==> config.mk <==
export PLATFORM = sky130hd
export DESIGN_NAME = mi3_queue
export DESIGN_NICKNAME = d
export VERILOG_FILES = /design/src/design/mi3_pkg.sv /design/src/design/mi3_queue.sv
export SDC_FILE = /design/constraint.sdc
export NUM_CORES = 1
export LEC_CHECK = 0
export ABC_AREA = 1
export BUFFER_PORTS_ARGS = -buffer_cell sky130_fd_sc_hd__buf_2
export CAP_MARGIN = 20
export CELL_PAD_IN_SITES_DETAIL_PLACEMENT = 0
export CELL_PAD_IN_SITES_GLOBAL_PLACEMENT = 1
export CORE_MARGIN = 5
export CORE_UTILIZATION = 44
export DETAILED_ROUTE_END_ITERATION = 16
export GPL_TIMING_DRIVEN = 1
export HOLD_SLACK_MARGIN = 0.15
export PLACE_DENSITY_LB_ADDON = 0.1
export SLEW_MARGIN = 20
export SYNTH_ARGS = -nofsm -noshare
export SYNTH_HDL_FRONTEND = slang
export SYNTH_SLANG_ARGS = --single-unit
==> constraint.sdc <==
create_clock -name clock -period 10.5 [get_ports clock]
set_input_delay 1.575 -clock clock [delete_from_list [all_inputs] [get_ports clock]]
set_output_delay 1.575 -clock clock [all_outputs]
set_load 0.01 [all_outputs]
==> src/design/mi3_pkg.sv <==
// ----------------------------------------------------------------------------
// mi3_pkg
// shared types and constants of the 3x3 fixed-point matrix inverse unit
// ----------------------------------------------------------------------------
package mi3_pkg;

   // element format
   localparam int ELEM_W  = 32;
   localparam int FRAC_W  = 16;
   localparam int N_ELEM  = 9;

   // internal widths of the exact arithmetic
   localparam int OPND_W  = ELEM_W + 1;        // multiplier operand
   localparam int PROD_W  = 2 * OPND_W;        // multiplier result
   localparam int ACC_W   = 2 * ELEM_W;        // one element product
   localparam int ADJ_W   = 2 * ELEM_W + 1;    // adjugate element
   localparam int DET_W   = 100;               // determinant and its magnitude
   localparam int SHIFT_W = 2 * FRAC_W + 1;    // numerator scaling
   localparam int DIV_W   = 100;               // rounded numerator
   localparam int REM_W   = DIV_W + 1;         // partial remainder
   localparam int Q_W     = ELEM_W;            // quotient bits kept

   // sequencer op counts
   localparam int N_ADJ_OPS = 18;
   localparam int N_OPS     = 24;

   localparam logic [ELEM_W-1:0] ONE_FX   = ELEM_W'(1) << FRAC_W;
   localparam logic [ELEM_W-1:0] ELEM_MAX = {1'b0, {(ELEM_W-1){1'b1}}};
   localparam logic [ELEM_W-1:0] ELEM_MIN = {1'b1, {(ELEM_W-1){1'b0}}};

   typedef logic signed [ELEM_W-1:0] elem_type;
   typedef elem_type [N_ELEM-1:0] mat_type;

   // queue to engine
   typedef struct packed {
      logic    valid;
      mat_type mat;
   } q2e_type;

   // engine result beat
   typedef struct packed {
      mat_type inv;
      logic    singular;
      logic    saturated;
   } rsp_type;

endpackage

==> src/design/mi3_queue.sv <==
// ----------------------------------------------------------------------------
// mi3_queue
// front part: accepts request beats into a two-entry queue for the engine
// ----------------------------------------------------------------------------
module mi3_queue import mi3_pkg::*; (
   input  logic    clock,
   input  logic    reset,
   input  logic    req_valid,
   output logic    req_stall,
   input  mat_type req_mat,
   output q2e_type q_out,
   input  logic    q_pop
);

   mat_type    store_ff [2];
   logic       wr_ptr_ff, wr_ptr_in;
   logic       rd_ptr_ff, rd_ptr_in;
   logic [1:0] cnt_ff, cnt_in;
   logic       push, pop;

   // handshake
   assign req_stall = (cnt_ff == 2'd2);
   assign push      = req_valid && !req_stall;
   assign pop       = q_pop && (cnt_ff != 2'd0);

   assign q_out.valid = (cnt_ff != 2'd0);
   assign q_out.mat   = store_ff[rd_ptr_ff];

   // pointer and count update
   always_comb begin
      wr_ptr_in = wr_ptr_ff ^ push;
      rd_ptr_in = rd_ptr_ff ^ pop;
      cnt_in    = cnt_ff + {1'b0, push} - {1'b0, pop};
   end

   always_ff @(posedge clock) begin
      if (reset) begin
         wr_ptr_ff <= 1'b0;
         rd_ptr_ff <= 1'b0;
         cnt_ff    <= 2'd0;
      end else begin
         wr_ptr_ff <= wr_ptr_in;
         rd_ptr_ff <= rd_ptr_in;
         cnt_ff    <= cnt_in;
      end
   end

   // entry storage
   always_ff @(posedge clock) begin
      if (push) begin
         store_ff[wr_ptr_ff] <= req_mat;
      end
   end

endmodule

; ---- Yosys cells after proc, flatten, opt, wreduce, memory -nomap -nowiden
; Memories as Yosys holds them, arrays and structs flattened. A register that Yosys moved wholly into a read port is not among the register bits.
; Index checks and enable logic that the tools add are counted.
[classes]
muxes = 3
reduce_logical = 4
eq_ne = 1
bitwise_logic = 2
n_addsub = 2
[ops]
columns = operator, count
row1 = 1-bit 2-to-1 mux, 3
row2 = 2-bit by 1-bit adder with 2-bit output, 1
row3 = "2-bit == test, second input constant", 1
row4 = 1-bit logical AND, 2
row5 = 2-bit nonzero test, 1
row6 = 2-bit by 1-bit subtractor with 2-bit output, 1
row7 = 1-bit bitwise XOR, 2
row8 = 1-bit logical NOT, 1
[word_totals]
reg_bits = 4
output_inout_bits = 290
word_cells = 16
n_memories = 1
inputBits = 292
ram_bits = 576
[mem_list]
columns = name, words, word_bits, rd, rd_ports_with_merged_regs, wr, line_no
row1 = store_ff, 2, 288, 1, 1, 1, mi3_queue.sv:15  ; mat_type store_ff [2];

; ---- Longest topological paths before layout
; Gate-level depths: netlist of the first run.
[depth]
depth_word = 5
depth_mapped = 10

; ---- Worst setup path before layout of the first run
; OpenSTA, ideal clock, no wires.
[synth_timing]
path_type = input port to flip-flop
startpoint = input port req_valid
endpoint = memory store_ff[1][0] (netlist name), enable pin
required_time_ps = 9812
path_stages = 3
path_buffers = 0
arrival_time_ps = 8369
setup_slack_ps = 1443
path_cell_list = o21ai_0 -> inv_1 -> ha_1
[synth_between]
elab_chain_cells = 3
[synth_rtl]
columns = element, line_no
row1 = "start, declared", mi3_queue.sv:8  ; input logic req_valid,
row2 = 1-bit logical AND, mi3_queue.sv:23  ; assign push = req_valid && !req_stall;
row3 = 1-bit 2-to-1 mux, mi3_queue.sv:50  ; if (push) begin
row4 = 1-bit 2-to-1 mux (not written as such), mi3_queue.sv:51  ; store_ff[wr_ptr_ff] <= req_mat;
row5 = "end, declared", mi3_queue.sv:15
; No other way between the ends.

==> results of run 1 <==
[critical path, cell delays in order, from the launching register on]
cell and delay (ns):
dfxtp_4 0.75, buf_4 0.82, buf_4 0.89, mux2_4 0.36
buf_2 0.15
[final timing paths]
kind	end	depth (start not counted)
setup / recovery	q_out[243]	4
hold reg to reg	rd_ptr_ff$_SDFF_PP0_	4
setup reg to reg	store_ff[0][241]$_DFFE_PP_	5
hold / removal	rd_ptr_ff$_SDFF_PP0_	4
[registers in the layout (all words and copies together) (netlist names)]
| name | count |
|---|---|
| rd_ptr_ff | 1 |
| store_ff | 576 |
| cnt_ff | 2 |
| wr_ptr_ff | 1 |
[cells in the mapped netlist (all sizes together)]
master  number  area, µm²
edfxtp     576      17300
mux2       288       3610
buf         32        231
inv         10       37.5
nor2         8       30.0
nand2        5       18.8
dfxtp        4       80.1
ha           4       50.1
nand3        2       10.0
a21oi        1       5.00
o21ai        1       5.00
[metal layers]
layer | routed length (µm) | share of wire, %
met1 | 19800 | 37
met2 | 27500 | 51
met3 | 5290 | 9.8
met4 | 1220 | 2.3
met5 | 115 | 0.21
[power by group]
part / switching (W) / internal [W]
combinational: 0.000928 / 0.000740
clock: 0.000818 / 0.00113
sequential: 0.000114 / 0.00301
total: 0.00186 / 0.00488
[logic make-up after synthesis]
kind of cell / Yosys count / synth area share [%]
adders and majority gates: 4 / 0.234
DFF: 580 / 81.3
muxes: 288 / 16.9
buffers and inverters: 42 / 1.26
and+or+nand+nor: 15 / 0.275
AOI/OAI and AO/OA: 2 / 0.0468
[per-stage QoR]
step / area, µm² / std cells / utilization [%] / setup WS (ns)
3_5_place_dp: 24900 / 2105 / 52.0 / 5.74
2_1_floorplan: 21400 / 931 / - / 1.44
6_report: 26800 / 2227 / 55.8 / 5.14
5_1_grt: 26800 / 2222 / 55.8 / 4.99
3_3_place_gp: 24900 / 2105 / 52.0 / 5.81
4_1_cts: 26700 / 2213 / 55.8 / 5.07
[cell type report]
type,instances,area (µm²)
multi-input combinational,309,3750
tap,615,769
clock buffer,73,1570
clock inverter,35,236
sequential,580,17400
antenna,14,35.0
timing repair buffer,591,2990
inverter,10,37.5
fill,3836,21200
==> results.ini, run 1 <==
[setup_path]
start_kind = flip-flop
worstReg2RegStart = cnt_ff[1]$_SDFF_PP0_
crit_fanout = 62
crit_arrival_ns = 3.79
r2r_setup_slack_ns = 7.62
required_ns = 8.93
cp-end-kind = primary output
critPathLaunch = rd_ptr_ff$_SDFF_PP0_
worstSetupPathType = flip-flop to primary output

[floorplan]
fp.dieH_um = 230
die_w_um = 230
rows = 80
io_pins = 582
initial_core_util_pct = 44.6
core_mm2 = 0.0479
die_area_mm2 = 0.0531

[timing]
tns_ns = 0
hold_viol = 0
fin_crit_sh_pct = 51.1
maxSlewViolCount = 0
fin_hold_ws_ns = 0.624
slew_headroom_pct = 27.1
rsz0062_at_grt = false
fin_skew_ns = 0.0155
setup_viol = 0
tightest_slew_ns = 1.09
min_period_ns = 5.36
clock.fmax_mhz = 187

[status]
outcome = finished clean

[clock_tree]
clk_latency_ns = 0.59
htreeDepth = 2
cts.path.max_buffers = 3
cts.clk_slew.worst_paths_ns = 0.06
cts_resized = 0
holdBufCountCts = 0
postCtsSetupRepairBufs = 0
cts.sinks = 580
cts-root-buf = clkbuf_16
cts_tree = built
numCtsBuffers = 58

[power_and_ir_drop]
total_power_w = 0.00674
leakage_nw = 10.1
powerDensity_mw_per_mm2 = 252
ir_drop_mv = 0.157

[placed_design]
gp_congestion = 0.853
dpl.hpwl_um = 38800
port_buffers = 581

[routing]
vias = 10900
avgRoutedWirePerCell_um = 24.2
drc = 0
drt_iter0_markers = 725
ant_nets = 0
totalWireLength_um = 54000
viasPerCell = 4.90
dr.pass1.iters = 4

[global_routing]
use_met2_pct = 33.5
use_met3_pct = 8.34
grt_util_met1_pct = 22.5
grt-ovfl-total = 0
grt_pass1_vias = 11500
grt_usage_pct = 19.5
top_usage_layer = met2
grt_pass1_wl_um = 76100
grt_antenna_before_repair = 26
grt_max_degree = 84

[synth]
syn_inst = 931
ys_seq_area_share_pct = 81.3
yosys.cell_types.count = 14
syn-num-nets = 1227
ys_ff_latch = 580
yosys_warnings = 0
netlist_area_mm2 = 0.0214
syn_area_per_cell_um2 = 23.0

[worst_hold_path]
hp-class = flip-flop to flip-flop
min-delay-start = cnt_ff[1]$_SDFF_PP0_

[final_layout]
nets = 1846
syn_to_final_growth_pct = 25.3
final_cell_mix = buf_2, edfxtp_1, mux2_2
layout_commonest_cell = buf_2
drive_gt1_share_pct = 60.3

[job]
max-cap-violations = 0

(Power assumes the default switching activity.)
==> run 2: changes to the inputs <==
Settings changed: CORE_UTILIZATION 44 to 40.
Clock period 10.5 ns to 4.5 ns, I/O delays scaled along.
==> run 2 against run 1 <==
  * Utilization decreased by 4.5 points
  * Sequential share of layout area decreased by 0.80 points
  * Global-route usage decreased by 2.1 points
  * Sequential power increased by 130%
  * Register-to-register slack got worse by 5.4 ns
  * Non-clock buffer count increased by 17
  * Clock-buffer cell count increased by 3
  * Routed wire length decreased by 1.3%
  * Die area increased by 9.6%
  * Critical endpoint is now q_out[10]
  * Highest routed layer unchanged
==> results.ini, run 2 (synthesized netlist as in run 1, its figures left out) <==
[timing]
slew_headroom_pct = 35.2
setup_viol = 0
clock.fmax_mhz = 303
fin_crit_sh_pct = 73.4
hold_viol = 0
tightest_slew_ns = 0.972
tns_ns = 0
fin_skew_ns = 0.00951
rsz0062_at_grt = false
maxSlewViolCount = 0
min_period_ns = 3.30

[routing]
drc = 0
dr.pass1.iters = 4
drt_iter0_markers = 520
ant_nets = 0
vias = 10900
totalWireLength_um = 53300
viasPerCell = 4.71
avgRoutedWirePerCell_um = 23.0

[final_layout]
nets = 1865
multi_input_area_mm2 = 0.00375
fillers = 4460
top_register = store_ff
drive_gt1_share_pct = 60.5
stdcell_count = 2316
layout_commonest_cell = buf_2
largest_reg_flops = 576
design_area_mm2 = 0.0271
syn_to_final_growth_pct = 26.8
top_regs = store_ff x576, cnt_ff x2
seqCellArea_mm2 = 0.0174
final_cell_mix = buf_2, edfxtp_1, mux2_2

[clock_tree]
cts.path.max_buffers = 3
cts_resized = 0
clk_latency_ns = 0.60
htreeDepth = 2
cts.sinks = 580
cts-root-buf = clkbuf_16
holdBufCountCts = 0
numCtsBuffers = 60
cts.clk_slew.worst_paths_ns = 0.06
postCtsSetupRepairBufs = 0
cts_tree = built

[power_and_ir_drop]
clkPwrFrac_pct = 29.2
p_int_w = 0.0115
p_sw_w = 0.00442
power_frac_comb_pct = 25.1
leakage_nw = 10.3
ir_drop_mv = 0.362
powerDensity_mw_per_mm2 = 587
seqPwrFrac_pct = 45.6
total_power_w = 0.0159
sw_frac_of_total_pct = 27.8

[floorplan]
initial_core_util_pct = 40.5
die_w_um = 241
rows = 84
fp.dieH_um = 241
die_area_mm2 = 0.0582
core_mm2 = 0.0528
io_pins = 582

[global_routing]
grt_pass1_wl_um = 74100
grt-ovfl-total = 0
grt_usage_pct = 17.4
grt_antenna_before_repair = 22
grt_max_degree = 54
grt_pass1_vias = 11500

[setup_path]
critPathLaunch = rd_ptr_ff$_SDFF_PP0_
cp-end-kind = primary output
worstSetupPathType = flip-flop to primary output
worstReg2RegStart = cnt_ff[1]$_SDFF_PP0_
required_ns = 3.83
worst_path_max_delay_cell = dfxtp_4
crit_fanout = 52
crit_buf_inv = 2
cpLargestDelayFamily = flip-flops
start_kind = flip-flop
path_cells = buf_4, mux2_2, buf_2
crit_arrival_ns = 2.63
worst_path_largest_cell_delay_ns = 0.98

[job]
max-cap-violations = 0

[placed_design]
port_buffers = 581
gp_congestion = 0.833
postPlaceCellArea_mm2 = 0.0252
dpl.hpwl_um = 38300
dp.cells = 2195

[worst_hold_path]
min-delay-start = req_mat[150]
hp-class = input pin to flip-flop

[status]
outcome = finished clean

[run 2: worst paths after layout]
| check | cells past startpoint | end | slack (ns) |
|---|---|---|---|
| min reg2reg | 3 | wr_ptr_ff$_SDFF_PP0_ | 0.63 |
| max reg2reg | 5 | store_ff[1][104]$_DFFE_PP_ | 2.23 |
| min | 1 | store_ff[0][150]$_DFFE_PP_ | 0.26 |
| max | 3 | q_out[10] | 1.20 |
[run 2: metal layers]
layer	GRT usage [%]	part of all wire, %	up-vias
met1	19.2	36	5444
li1	-	-	4997
met5	0	0.32	-
met4	4.82	2.1	26
met3	7.29	9.1	94
met2	30.8	53	350
[run 2: worst reg2reg max path, cell delays in order, from the launching register on]
cell     delay (ns)
dfxtp_1        0.31
inv_1          0.14
o21ai_0        0.13
inv_1          0.16
ha_4           0.69
buf_4          0.49
[run 2: layout make-up]
| type | count | share of cell area (%) |
|---|---|---|
| multi-input cells | 309 | 13.9 |
| well taps | 688 | 3.18 |
| diodes | 11 | 0.102 |
| repair buffers | 608 | 11.8 |
| clock inverters | 34 | 0.937 |
| inverters | 10 | 0.138 |
| clock buffers | 76 | 5.84 |
| flip-flops and latches | 580 | 64.1 |
[run 2: power groups by stage]
stage          sequential, W  clock [W]  combinational [W]
6_report             0.00726    0.00466            0.00400
5_1_grt              0.00733    0.00504            0.00431
4_1_cts              0.00728    0.00479            0.00413
3_5_place_dp         0.00739          0            0.00411
3_3_place_gp         0.00735          0            0.00411
2_1_floorplan        0.00739          0            0.00243
[run 2: per-stage QoR]
stage | utilization (%) | hold WS (ns) | setup slack, ns
after global routing | 51.4 | 0.216 | 1.03
after CTS | 51.3 | 0.208 | 1.05
after floorplan | - | 0.544 | -0.485
after global placement | 47.8 | 0.613 | 1.72
final | 51.4 | 0.259 | 1.20
after detailed placement | 47.8 | 0.629 | 1.72
